## config.mk

```make
export PLATFORM = sky130hd
export DESIGN_NAME = icmp_echo_reply_matcher
export DESIGN_NICKNAME = d
export VERILOG_FILES = /design/src/sv/icmperm_pkg.sv /design/src/sv/icmperm_frame_chk.sv /design/src/sv/icmp_echo_reply_matcher.sv
export SDC_FILE = /design/constraint.sdc
export NUM_CORES = 1
export LEC_CHECK = 0
export BUFFER_PORTS_ARGS = -buffer_cell sky130_fd_sc_hd__buf_2
export CAP_MARGIN = 20
export CORE_AREA = 4 4 87 89
export CTS_CLUSTER_SIZE = 14
export DETAILED_ROUTE_END_ITERATION = 8
export DIE_AREA = 0 0 91 93
export PLACE_DENSITY = 0.88
export SETUP_SLACK_MARGIN = 0.15
export SYNTH_ARGS = -nofsm -noshare
export SYNTH_HDL_FRONTEND = slang
export SYNTH_SLANG_ARGS = --single-unit
```

## constraint.sdc

```tcl
create_clock -name clk_i -period 10.4 [get_ports clk_i]
set_input_delay 0.52 -clock clk_i [delete_from_list [all_inputs] [get_ports clk_i]]
set_output_delay 0.52 -clock clk_i [all_outputs]
set_load 0.005 [all_outputs]
```

## src/sv/icmperm_pkg.sv

```systemverilog
// Package for the ICMP echo reply matcher.
// Holds the verdict codes, frame layout constants and the result struct.
// No dependencies.
`timescale 1ns / 1ps
`default_nettype none

package icmperm_pkg;

  localparam int unsigned OffW       = 7;
  localparam int unsigned LenW       = 8;
  localparam int unsigned IhlW       = 4;
  localparam int unsigned HdrBytesW  = 6;
  localparam int unsigned RegW       = 16;

  localparam logic [OffW-1:0] EthHdrBytes   = 7'd14;
  localparam logic [OffW-1:0] EthTypeHiOff  = 7'd12;
  localparam logic [OffW-1:0] EthTypeLoOff  = 7'd13;
  localparam logic [OffW-1:0] ProtoOff      = 7'd23;
  localparam logic [OffW-1:0] OffsetMax     = 7'd127;
  localparam logic [LenW-1:0] MinFrameBytes = 8'd42;

  localparam logic [15:0] EtherTypeIpv4     = 16'h0800;
  localparam logic [7:0]  ProtoIcmp         = 8'd1;
  localparam logic [7:0]  IcmpTypeEchoReply = 8'd0;

  localparam logic [RegW-1:0] ExpectedIdReset  = 16'h4A50;
  localparam logic [RegW-1:0] ExpectedSeqReset = 16'h0000;

  typedef enum logic [0:0] {
    REG_EXPECTED_ID  = 1'b0,
    REG_EXPECTED_SEQ = 1'b1
  } reg_idx_e;

  typedef enum logic [2:0] {
    VERDICT_MATCH     = 3'd0,
    VERDICT_TOO_SHORT = 3'd1,
    VERDICT_NOT_IPV4  = 3'd2,
    VERDICT_NOT_ICMP  = 3'd3,
    VERDICT_NOT_REPLY = 3'd4,
    VERDICT_WRONG_ID  = 3'd5,
    VERDICT_WRONG_SEQ = 3'd6
  } verdict_e;

  typedef struct packed {
    logic                 valid;
    verdict_e             verdict;
    logic [HdrBytesW-1:0] ip_header_bytes;
  } result_t;

endpackage

`default_nettype wire

```

## src/sv/icmperm_frame_chk.sv

```systemverilog
// Per-frame header checker of the ICMP echo reply matcher.
// Tracks byte position and check flags; forms the verdict on the last beat.
// Depends on icmperm_pkg.
`timescale 1ns / 1ps
`default_nettype none

module icmperm_frame_chk
  import icmperm_pkg::*;
(
  input  wire logic            clk_i,
  input  wire logic            rst_ni,
  input  wire logic            beat_i,
  input  wire logic [7:0]      data_byte_i,
  input  wire logic            last_byte_i,
  input  wire logic [RegW-1:0] expected_id_i,
  input  wire logic [RegW-1:0] expected_seq_i,
  output result_t              result_o
);

  logic [OffW-1:0] off_q, off_d;
  logic [IhlW-1:0] ihl_q, ihl_d;
  logic            eth_ok_q, eth_ok_d;
  logic            proto_ok_q, proto_ok_d;
  logic            type_ok_q, type_ok_d;
  logic            id_ok_q, id_ok_d;
  logic            seq_ok_q, seq_ok_d;
  logic [7:0]      hold_q, hold_d;

  logic [OffW-1:0] base;
  logic [LenW-1:0] len;
  logic [LenW-1:0] need;
  verdict_e        verdict;

  always_comb begin
    ihl_d      = ihl_q;
    eth_ok_d   = eth_ok_q;
    proto_ok_d = proto_ok_q;
    type_ok_d  = type_ok_q;
    id_ok_d    = id_ok_q;
    seq_ok_d   = seq_ok_q;
    hold_d     = hold_q;

    if (off_q == EthHdrBytes) begin
      ihl_d = data_byte_i[IhlW-1:0];
    end
    base = EthHdrBytes + {1'b0, ihl_d, 2'b00};

    if (off_q == EthTypeHiOff) begin
      hold_d = data_byte_i;
    end else if (off_q == EthTypeLoOff) begin
      eth_ok_d = ({hold_q, data_byte_i} == EtherTypeIpv4);
    end
    if (off_q == ProtoOff) begin
      proto_ok_d = (data_byte_i == ProtoIcmp);
    end

    if (off_q == base) begin
      type_ok_d = (data_byte_i == IcmpTypeEchoReply);
    end else if (off_q == base + 7'd4 || off_q == base + 7'd6) begin
      hold_d = data_byte_i;
    end else if (off_q == base + 7'd5) begin
      id_ok_d = ({hold_q, data_byte_i} == expected_id_i);
    end else if (off_q == base + 7'd7) begin
      seq_ok_d = ({hold_q, data_byte_i} == expected_seq_i);
    end

    off_d = (off_q < OffsetMax) ? off_q + 7'd1 : off_q;

    len  = {1'b0, off_q} + 8'd1;
    need = {1'b0, base} + 8'd8;
    priority if (len < MinFrameBytes) begin
      verdict = VERDICT_TOO_SHORT;
    end else if (!eth_ok_d) begin
      verdict = VERDICT_NOT_IPV4;
    end else if (!proto_ok_d) begin
      verdict = VERDICT_NOT_ICMP;
    end else if (len < need) begin
      verdict = VERDICT_TOO_SHORT;
    end else if (!type_ok_d) begin
      verdict = VERDICT_NOT_REPLY;
    end else if (!id_ok_d) begin
      verdict = VERDICT_WRONG_ID;
    end else if (!seq_ok_d) begin
      verdict = VERDICT_WRONG_SEQ;
    end else begin
      verdict = VERDICT_MATCH;
    end

    result_o.valid           = beat_i && last_byte_i;
    result_o.verdict         = verdict;
    result_o.ip_header_bytes = {ihl_d, 2'b00};
  end

  always_ff @(posedge clk_i or negedge rst_ni) begin
    if (!rst_ni) begin
      off_q      <= '0;
      ihl_q      <= '0;
      eth_ok_q   <= 1'b1;
      proto_ok_q <= 1'b1;
      type_ok_q  <= 1'b1;
      id_ok_q    <= 1'b1;
      seq_ok_q   <= 1'b1;
      hold_q     <= '0;
    end else if (beat_i) begin
      if (last_byte_i) begin
        off_q      <= '0;
        ihl_q      <= '0;
        eth_ok_q   <= 1'b1;
        proto_ok_q <= 1'b1;
        type_ok_q  <= 1'b1;
        id_ok_q    <= 1'b1;
        seq_ok_q   <= 1'b1;
        hold_q     <= '0;
      end else begin
        off_q      <= off_d;
        ihl_q      <= ihl_d;
        eth_ok_q   <= eth_ok_d;
        proto_ok_q <= proto_ok_d;
        type_ok_q  <= type_ok_d;
        id_ok_q    <= id_ok_d;
        seq_ok_q   <= seq_ok_d;
        hold_q     <= hold_d;
      end
    end
  end

endmodule

`default_nettype wire

```

## src/sv/icmp_echo_reply_matcher.sv

```systemverilog
// ICMP echo reply matcher: one frame byte per beat, one verdict per frame.
// The verdict is registered and appears in the cycle after the last byte's beat.
// Throughput: one byte per cycle while the verdict output drains; any byte is
// held off while a verdict waits on a stalled output.
// Reset clears frame state and loads expected_id 0x4A50 and expected_seq 0.
// Depends on icmperm_pkg and icmperm_frame_chk.
`timescale 1ns / 1ps
`default_nettype none

module icmp_echo_reply_matcher
  import icmperm_pkg::*;
#(
  parameter int unsigned CfgIdxW = 8
) (
  input  wire logic               clk_i,
  input  wire logic               rst_ni,
  input  wire logic               s_axis_tvalid,
  output logic                    s_axis_tready,
  input  wire logic [7:0]         s_axis_tdata,   // data_byte
  input  wire logic               s_axis_tlast,   // last_byte
  output logic                    m_axis_tvalid,
  input  wire logic               m_axis_tready,
  output logic [15:0]             m_axis_tdata,   // verdict[2:0], ip_header_bytes[8:3]
  input  wire logic               cfg_valid_i,
  output logic                    cfg_ready_o,
  input  wire logic [CfgIdxW-1:0] cfg_index_i,
  input  wire logic [RegW-1:0]    cfg_data_i
);

  logic [RegW-1:0]      exp_id_q;
  logic [RegW-1:0]      exp_seq_q;
  logic                 out_valid_q;
  verdict_e             verdict_q;
  logic [HdrBytesW-1:0] hdr_bytes_q;
  logic                 beat;
  result_t              result;

  assign cfg_ready_o   = 1'b1;
  assign s_axis_tready = !out_valid_q || m_axis_tready;
  assign beat          = s_axis_tvalid && s_axis_tready;

  always_ff @(posedge clk_i or negedge rst_ni) begin
    if (!rst_ni) begin
      exp_id_q  <= ExpectedIdReset;
      exp_seq_q <= ExpectedSeqReset;
    end else if (cfg_valid_i) begin
      if (cfg_index_i == CfgIdxW'(REG_EXPECTED_ID)) begin
        exp_id_q <= cfg_data_i;
      end else if (cfg_index_i == CfgIdxW'(REG_EXPECTED_SEQ)) begin
        exp_seq_q <= cfg_data_i;
      end
    end
  end

  icmperm_frame_chk u_frame_chk (
    .clk_i          (clk_i),
    .rst_ni         (rst_ni),
    .beat_i         (beat),
    .data_byte_i    (s_axis_tdata),
    .last_byte_i    (s_axis_tlast),
    .expected_id_i  (exp_id_q),
    .expected_seq_i (exp_seq_q),
    .result_o       (result)
  );

  always_ff @(posedge clk_i or negedge rst_ni) begin
    if (!rst_ni) begin
      out_valid_q <= 1'b0;
    end else if (s_axis_tready) begin
      out_valid_q <= result.valid;
    end
  end

  always_ff @(posedge clk_i) begin
    if (s_axis_tready && result.valid) begin
      verdict_q   <= result.verdict;
      hdr_bytes_q <= result.ip_header_bytes;
    end
  end

  assign m_axis_tvalid = out_valid_q;
  assign m_axis_tdata  = {7'd0, hdr_bytes_q, verdict_q};

  a_verdict_range : assert property (@(posedge clk_i) disable iff (!rst_ni)
    m_axis_tvalid |-> (m_axis_tdata[2:0] != 3'd7))
    else $error("verdict code out of range");

  a_hdr_bytes_aligned : assert property (@(posedge clk_i) disable iff (!rst_ni)
    m_axis_tvalid |-> (m_axis_tdata[4:3] == 2'b00))
    else $error("header length not a multiple of four");

  a_verdict_from_last : assert property (@(posedge clk_i) disable iff (!rst_ni)
    $rose(m_axis_tvalid) |-> $past(s_axis_tvalid && s_axis_tlast))
    else $error("verdict without a last beat");

  a_upper_zero : assert property (@(posedge clk_i) disable iff (!rst_ni)
    m_axis_tvalid |-> (m_axis_tdata[15:9] == 7'd0))
    else $error("padding bits set");

endmodule

`default_nettype wire
```

== Yosys cells after proc, flatten, opt, wreduce, memory -nomap -nowiden ==
Index checks and enable logic that the tools add are counted.

* Equality and inequality tests: 14
* Bitwise operators: 3
* Add/subtract/negate cells: 8
* Magnitude comparators: 3
* Mux-type cells: 30
* Reduce and logical (&&, ||, !) cells: 13

{| class="wikitable"
|+ Operators with widths
! kind !! number
|-
| 7-bit == test || 5
|-
| 16-bit == test || 2
|-
| 8-bit 2-to-1 mux || 4
|-
| 7-bit by 3-bit adder with 7-bit output (second input constant) || 4
|-
| 7-bit by 4-bit == test with 1-bit output (second input constant) || 3
|-
| 16-bit by 12-bit == test with 1-bit output (second input constant) || 1
|-
| 8-bit by 1-bit == test with 1-bit output (second input constant) || 2
|-
| 8-bit logical NOT || 2
|-
| 1-bit 2-to-1 mux || 16
|-
| 7-bit 2-to-1 mux || 2
|-
| 3-bit 2-to-1 mux || 3
|-
| 7-bit by 1-bit adder with 8-bit output (second input constant) || 1
|-
| 7-bit by 4-bit adder with 8-bit output (second input constant) || 1
|-
| 8-bit by 6-bit less-than comparator with 1-bit output (second input constant) || 1
|-
| 8-bit less-than comparator || 1
|-
| 4-bit 2-to-1 mux || 2
|-
| 4-bit by 6-bit adder with 7-bit output (first input constant) || 1
|-
| 7-bit by 1-bit adder with 7-bit output (second input constant) || 1
|-
| 7-bit by 5-bit == test with 1-bit output (second input constant) || 1
|-
| 7-bit less-than comparator (second input constant) || 1
|-
| 2-bit 2-to-1 mux || 3
|-
| 2-bit AND reduction || 2
|-
| 4-bit OR reduction || 1
|-
| 1-bit logical AND || 3
|-
| other kinds (5) || 8
|}

* Input bits: 38
* Output and inout bits: 19
* Logic and storage cells: 85
* Flip-flop bits (word level): 64

== Logic depth before layout (Yosys ltp) ==
Gate-level depths: netlist of run 1.

* Depth in word-level cells: 15
* Gate-level depth with buffers: 15
* Depth with buffers taken out: 15

== Modules after synthesis ==
From an unflattened synthesis of run 1, not the netlist that was laid out.

* Cells, all modules: 423
* Area, all modules: 4448.0 sq um

{| class="wikitable"
|+ Modules (own cells, without submodules)
! module !! instances !! area each (sq um) !! cells each !! sequential area each (sq um)
|-
| icmperm_frame_chk || 1 || 2775.2 || 327 || 606.8
|-
| icmp_echo_reply_matcher || 1 || 1672.9 || 96 || 1102.3
|}

== Worst setup path before layout of run 1 ==
Ideal clock, no wire load.

* Path type: reg-to-reg
* Start: reg u_frame_chk.off_q[0]
* End: reg verdict_q[1], data pin
* Slack: 6.945 ns
* Cell stages (with the launch flop): 15
* Library setup time: 0.180 ns
* Buffers on the path: 0
* Period minus slack after synthesis: 3.455 ns
* Arrival time: 3.275 ns
* Data required time: 10.220 ns
* Path through: dfrtp_1 > inv_1 > ha_1 > nand2b_2 > nor2_1 > nor2_1 > a21oi_1 > xor2_1 > ha_1 > xor2_1 > a31oi_1 > o211ai_4 > nor4_1 > mux2_2 > o41ai_2

* Cells in the longest elaborated chain, start to end: 15
* Elaborated cells on any way between the ends: 37
* Classes of those cells: add/sub (7); order compare (2); eq/ne (9); mux (18); reduce/logical (1)

{| class="wikitable"
|+ Ends and longest elaborated chain
! item !! line !! source
|-
| from (decl) || icmperm_frame_chk.sv:20 || <nowiki>logic [OffW-1:0] off_q, off_d;</nowiki>
|-
| from (signal assigned) || icmperm_frame_chk.sv:96 || <nowiki>off_q <= '0;</nowiki>
|-
| from (signal assigned) || icmperm_frame_chk.sv:106 || <nowiki>off_q <= '0;</nowiki>
|-
| from (signal assigned) || icmperm_frame_chk.sv:115 || <nowiki>off_q <= off_d;</nowiki>
|-
| 7-bit by 4-bit == test with 1-bit output || icmperm_frame_chk.sv:43 || <nowiki>if (off_q == EthHdrBytes) begin</nowiki>
|-
| 4-bit 2-to-1 mux || icmperm_frame_chk.sv:43 ||
|-
| 4-bit by 6-bit adder with 7-bit output || icmperm_frame_chk.sv:46 || <nowiki>base = EthHdrBytes + {1'b0, ihl_d, 2'b00};</nowiki>
|-
| 7-bit by 3-bit adder with 7-bit output || icmperm_frame_chk.sv:63 || <nowiki>end else if (off_q == base + 7'd7) begin</nowiki>
|-
| 7-bit == test || icmperm_frame_chk.sv:63 ||
|-
| 1-bit 2-to-1 mux || icmperm_frame_chk.sv:63 ||
|-
| 1-bit 2-to-1 mux || icmperm_frame_chk.sv:61 || <nowiki>end else if (off_q == base + 7'd5) begin</nowiki>
|-
| 1-bit 2-to-1 mux || icmperm_frame_chk.sv:59 || <nowiki>end else if (off_q == base + 7'd4 || off_q == base + 7'd6) begin</nowiki>
|-
| 1-bit 2-to-1 mux || icmperm_frame_chk.sv:57 || <nowiki>if (off_q == base) begin</nowiki>
|-
| 3-bit 2-to-1 mux || icmperm_frame_chk.sv:83 || <nowiki>end else if (!seq_ok_d) begin</nowiki>
|-
| 3-bit 2-to-1 mux || icmperm_frame_chk.sv:81 || <nowiki>end else if (!id_ok_d) begin</nowiki>
|-
| 3-bit 2-to-1 mux || icmperm_frame_chk.sv:79 || <nowiki>end else if (!type_ok_d) begin</nowiki>
|-
| 2-bit 2-to-1 mux || icmperm_frame_chk.sv:77 || <nowiki>end else if (len < need) begin</nowiki>
|-
| 2-bit 2-to-1 mux || icmperm_frame_chk.sv:75 || <nowiki>end else if (!proto_ok_d) begin</nowiki>
|-
| 2-bit 2-to-1 mux || icmperm_frame_chk.sv:73 || <nowiki>end else if (!eth_ok_d) begin</nowiki>
|-
| to (signal assigned) || icmp_echo_reply_matcher.sv:76 || <nowiki>verdict_q <= result.verdict;</nowiki>
|-
| to (decl) || icmp_echo_reply_matcher.sv:33 || <nowiki>verdict_e verdict_q;</nowiki>
|}

Several ways; a longest one is shown, not always the timed one.
A chain may end at the register's enable or synchronous reset.

==> impl_metrics.toml, run 1 <==
[routing]
first_iter_violations = 224
vias = 3359
postRouteAntennaNets = 0
vias_per_cell = 6.36
wirelength_mm = 10.6
drc_errors = 0
dr.pass1.iters = 5
wl_per_cell_um = 20.0

[layout]
diodes = 0
final_nets = 492
multi_input_area_mm2 = 0.00229
fill_cells = 515
finalNonFillerCells = 528
final_area_mm2 = 0.00458
seqCellArea_mm2 = 0.00165
syn2layout_area_growth_pct = 9.61
drive_gt1_share_pct = 28.1

[placed_design]
gp_congestion = 0.998
numPortBuffers = 46
dp_hpwl_mm = 7.68
dp.cells = 512
place_area_mm2 = 0.00438
dp_slack_ns = 6.57

[clocking]
cts_sinks = 64
cts_tree = "built"
insertion_delay_ns = 0.35
htreeDepth = 3
clockRootBuffer = "clkbuf_8"
cts-buffers-inserted = 9
clk_pin_slew_ns = 0.08
cts_setup_buffers = 0
post_cts_resized = 0
cts_hold_buffers = 0
cts.path.max_buffers = 2

[timing]
fin_ws_ns = 6.47
post-route-period-util_pct = 37.7
fin_setup_tns_ns = 0
layout_min_cycle_time_ns = 3.93
tightestPinTransition_ns = 0.820
skew_ns = 0.0118
max-slew-margin-rel_pct = 45.2
fmax_mhz = 255
setup_viol = 0
hold_viol = 0
slew_viol_final = 0
rsz0062_at_grt = "false"

[critical_path]
rr_startpoint = "u_frame_chk.off_q[6]"
worstPathMaxFanout = 12
end_kind = "flip-flop"
crit_path_start_kind = "flip-flop"
critPathKind = "reg -> reg"
arrival_ns = 4.10
required_ns = 10.57
startpoint = "u_frame_chk.off_q[6]"

[logic_synthesis]
syn-cell-area_mm2 = 0.00418
yosysWarnings = 0
netlist_instances = 405
synthArstFlopShare_pct = 89.1
synth_flop_cell = "dfrtp_1"
synth-seq-area-share_pct = 39.5
synth-edff-count = 7
ys_ff_latch = 64
synth.avg_cell_area_um2 = 10.3
synthDistinctLibCells = 70

[floorplan]
io_pins = 57
num_rows = 30
core_area_mm2 = 0.00676
die_w_um = 91
die_y_um = 93
dieArea_mm2 = 0.00846
start_util_pct = 61.9

[global_routing]
grt_pass1_wl_mm = 17.2
grt_pass1_vias = 3374
grt_overflow = 0
antenna_found_initial = 0
grt_max_degree = 58
grt_use_total_pct = 26.1

[pwr]
leakagePower_uw = 0.00207
total_power_uw = 629
vdd_drop_max_uv = 141
power-per-cell-area_mw_per_mm2 = 137

[run_status]
status = "complete, no violations"

[run]
maxCapViolCount = 0

[worst_hold_path]
hold_path.class = "in -> async"
[cell families (layout without fill, tap and decap cells)]
family                   after synthesis  count (layout)  share of synthesized area, %
multiplexers                          37              37                          9.91
XOR/XNOR                              45              45                          9.61
AND/OR/NAND/NOR                      107             107                          15.0
other                                  2              11                         0.180
AO/OA/AOI/OAI                         85              85                          16.0
buffers and inverters                 54              88                          6.50
flip-flops                            64              64                          39.5
adder cells (fa/ha/maj)               11              11                          3.29
[metrics by stage]
stage               util [%]  hold WS (ns)
floorplan                  -         0.224
global placement        64.8         0.492
detailed placement      64.8         0.507
CTS                     67.8         0.325
global route            67.8         0.365
finish                  67.8         0.303
[routing by layer]
| metal | routed length, µm | part of all wire (%) | track usage (%) |
|---|---|---|---|
| met5 | 0 | 0 | 0 |
| met4 | 429 | 4.1 | 14.4 |
| met3 | 761 | 7.2 | 5.15 |
| met2 | 5090 | 48 | 41.9 |
| met1 | 4280 | 41 | 33.3 |
[where the power goes]
part | internal (µW) | switching, µW
combinational | 47.7 | 58.2
sequential | 271 | 25.1
clock | 118 | 109
total | 437 | 192
[worst max-delay path, stage by stage, from the launching register on]
cell       delay [ns]
dfrtp_1          0.58
nand4bb_4        0.37
o21ai_0          0.43
nand2_1          0.22
xor2_1           0.20
ha_1             0.34
xor2_1           0.18
a31oi_1          0.25
o211ai_4         0.12
nor4_1           0.31
mux2_2           0.41
o41ai_2          0.33
[cells in the final DEF (no fill, tap or decap), types with 10 or more instances in the layout]
cell and instances:
buf_2 46, dfrtp_1 47, xnor2_1 22, nand2_1 21, xor2_1 22, conb_1 11
nor2_1 13, inv_1 24, a21oi_1 12, dfstp_2 10, mux2_2 35, nand3_1 13
ha_1 11, nor4_1 12, o21ai_0 14, clkbuf_8 10
[path summary, 6_finish.rpt]
check,end,slack (ns),cells past startpoint
max,verdict_q[1],6.47,11
min,u_frame_chk.ihl_q[0],0.30,2
max reg2reg,verdict_q[1],6.47,11
min reg2reg,u_frame_chk.id_ok_q,0.52,2
max in group asynchronous,exp_seq_q[4],9.58,2
min in group clk_i,exp_seq_q[8],0.41,2
[flip-flops by register name, indices dropped and copies added (netlist names)]
name and count:
hdr_bytes_q 4, exp_seq_q 16, verdict_q 3, u_frame_chk.seq_ok_q 1
u_frame_chk.ihl_q 4, u_frame_chk.type_ok_q 1, u_frame_chk.eth_ok_q 1, u_frame_chk.id_ok_q 1
exp_id_q 16, u_frame_chk.hold_q 8, u_frame_chk.off_q 7, u_frame_chk.proto_ok_q 1
m_axis_tvalid 1
[cells in the mapped netlist, types with 6 or more instances]
cell type / instances / area (µm²)
nand3_1: 13 / 65.1
a21oi_1: 12 / 60.1
edfxtp_1: 7 / 210
nor2_1: 13 / 48.8
ha_1: 11 / 138
nor3b_1: 6 / 45.0
nor4_1: 12 / 75.1
o21ai_0: 14 / 70.1
nand2_1: 21 / 78.8
dfstp_2: 10 / 263
buf_4: 11 / 82.6
xor2_1: 22 / 193
nand2b_1: 7 / 43.8
a221o_1: 7 / 70.1
inv_1: 24 / 90.1
clkbuf_1: 11 / 41.3
a2111oi_0: 7 / 61.3
dfrtp_1: 47 / 1180
xnor2_1: 22 / 193
nor3_1: 6 / 30.0
nand4_1: 6 / 37.5
mux2_2: 35 / 394
[layout make-up]
type,count,area share (%)
Clock buffer,10,3.00
Clock inverter,6,1.45
Inverter,24,1.97
Multi-Input combinational cell,296,50.0
Sequential cell,64,36.0
Tap cell,80,2.19
Timing Repair Buffer,48,5.35
(Power assumes the default switching activity.)
==> inputs of run 2 (changes only) <==
CORE_AREA = 4 4 90 92   (was 4 4 87 89)
DIE_AREA = 0 0 94 96   (was 0 0 91 93)
PLACE_DENSITY = 0.83   (was 0.88)
clock period = 3.9 ns   (was 10.4 ns; I/O delays follow)
==> impl_metrics.toml, run 2 (synthesis gave the netlist of run 1 again) <==
[layout]
reg_top3 = "exp_id_q (16), exp_seq_q (16), u_frame_chk.hold_q (8)"
diodes = 0
post-route-util_pct = 65.4
final_nets = 505
syn2layout_area_growth_pct = 12.9
drive_gt1_share_pct = 31.0
mostFrequentLayoutCells = "46 x dfrtp_1, 46 x buf_2, 35 x mux2_2"

[global_routing]
grt_pass1_vias = 3516
use_met3_pct = 5.94
grt_use_met2_pct = 47.2
grt_max_degree = 38
grt_pass1_wl_mm = 18.0
antenna_found_initial = 0
met1_usage_pct = 31.0
grt_use_total_pct = 26.3
busiest_layer = "met2"
grt_overflow = 0

[routing]
vias_per_cell = 6.15
drc_errors = 0
first_iter_violations = 222
wl_per_cell_um = 20.0
wirelength_mm = 11.2
postRouteAntennaNets = 0
vias = 3443
dr.pass1.iters = 5

[pwr]
vdd_drop_max_uv = 266
pwr-share-seq_pct = 47.6
power-per-cell-area_mw_per_mm2 = 351
combPwrFrac_pct = 17.4
intPower_uw = 1150
leakagePower_uw = 0.00213
p_sw_share_pct = 30.6
p_sw_uw = 507
pwr-share-clk_pct = 35.0

[timing]
fmax_mhz = 279
rsz0062_at_grt = "true"
tightestPinTransition_ns = 0.823
post-route-period-util_pct = 92.0
skew_ns = 0.0173
setup_viol = 0
layout_min_cycle_time_ns = 3.59
slew_viol_final = 0
hold_viol = 0
fin_setup_tns_ns = 0
max-slew-margin-rel_pct = 45.0

[floorplan]
num_rows = 31
dieArea_mm2 = 0.00902
die_w_um = 94
core_area_mm2 = 0.00721
io_pins = 57
die_y_um = 96
start_util_pct = 57.9

[clocking]
cts_tree = "built"
cts.path.max_buffers = 2
cts-buffers-inserted = 9
insertion_delay_ns = 0.35
clk_pin_slew_ns = 0.08
cts_setup_buffers = 0
htreeDepth = 3
clockRootBuffer = "clkbuf_8"
cts_sinks = 64

[critical_path]
end_kind = "flip-flop"
required_ns = 4.07
crit_path_start_kind = "flip-flop"
arrival_ns = 3.76
worstPathMaxFanout = 7
critPathKind = "reg -> reg"

[placed_design]
numPortBuffers = 46
gp_congestion = 0.988
dp_hpwl_mm = 8.28

[worst_hold_path]
hold_path.class = "in -> reg"

[run]
maxCapViolCount = 0

[run_status]
status = "complete, no violations"
-- run 2: changes by cell type in the layout (fill, tap and decap cells not counted), sizes merged --
cell	before	now
clkinv	2	4
buf	48	60
clkbuf	10	9
clkinvlp	1	0
dlygate4sd3	0	1
-- run 2: worst paths after layout --
kind	depth (start not counted)	slack [ns]	endpoint	start
max	14	0.31	verdict_q[1]	u_frame_chk.off_q[0]
min	2	0.09	exp_id_q[5]	cfg_data_i[5]
max reg2reg	14	0.31	verdict_q[1]	u_frame_chk.off_q[0]
min reg2reg	2	0.51	u_frame_chk.proto_ok_q	u_frame_chk.proto_ok_q
max in group asynchronous	3	2.65	exp_id_q[4]	rst_ni
min in group asynchronous	2	0.35	u_frame_chk.ihl_q[0]	rst_ni
-- run 2: layer usage --
metal	vias up	share of wire [%]	wire, µm
met1	1675	39	4380
met4	0	3.2	361
met5	-	0	0
met3	35	6.7	753
li1	1576	-	-
met2	157	51	5690
-- run 2: power by group through the flow --
| stage | logic [µW] | clock network [µW] | registers, µW |
|---|---|---|---|
| finish | 288 | 580 | 789 |
| global route | 320 | 610 | 794 |
| CTS | 284 | 585 | 787 |
| detailed placement | 280 | 0 | 799 |
| global placement | 271 | 0 | 794 |
| floorplan | 198 | 0 | 780 |
-- run 2: layout make-up --
cell class / count / area, µm²
clock buffers: 9 / 124
clock inverters: 7 / 68.8
fillers: 585 / 2500
inverters: 24 / 90.1
multi-input cells: 296 / 2320
flip-flops and latches: 64 / 1650
well taps: 99 / 124
repair buffers: 61 / 345
-- run 2: per-stage QoR --
stage               hold WS (ns)  std cells  cell area (µm²)  power [µW]  setup slack [ns]
finish                    0.0881        560             4720        1660             0.313
global route              0.0826        560             4720        1720             0.126
CTS                       0.0758        560             4690        1660             0.195
detailed placement         0.210        543             4490        1080             0.228
global placement           0.196        543             4490        1070             0.303
floorplan                 -0.101        414             4210         977             0.445
-- run 2: repair_timing --
action                     CTS  global route
hold buffers                 1             0
gates resized for setup      0             7
setup endpoints to repair    0            11
hold endpoints to repair    14             0
-- run 2: critical path, cell delays in order, from the launching register on --
cell and delay, ns:
dfrtp_2 0.45, inv_1 0.10, ha_2 0.24, nand2b_2 0.12, nor2_1 0.17, buf_4 0.15, a21oi_1 0.09, xor2_1 0.20
ha_1 0.33, xor2_1 0.17, a31oi_1 0.24, o211ai_4 0.15, nor4_2 0.30, mux2_2 0.40, o41ai_2 0.33
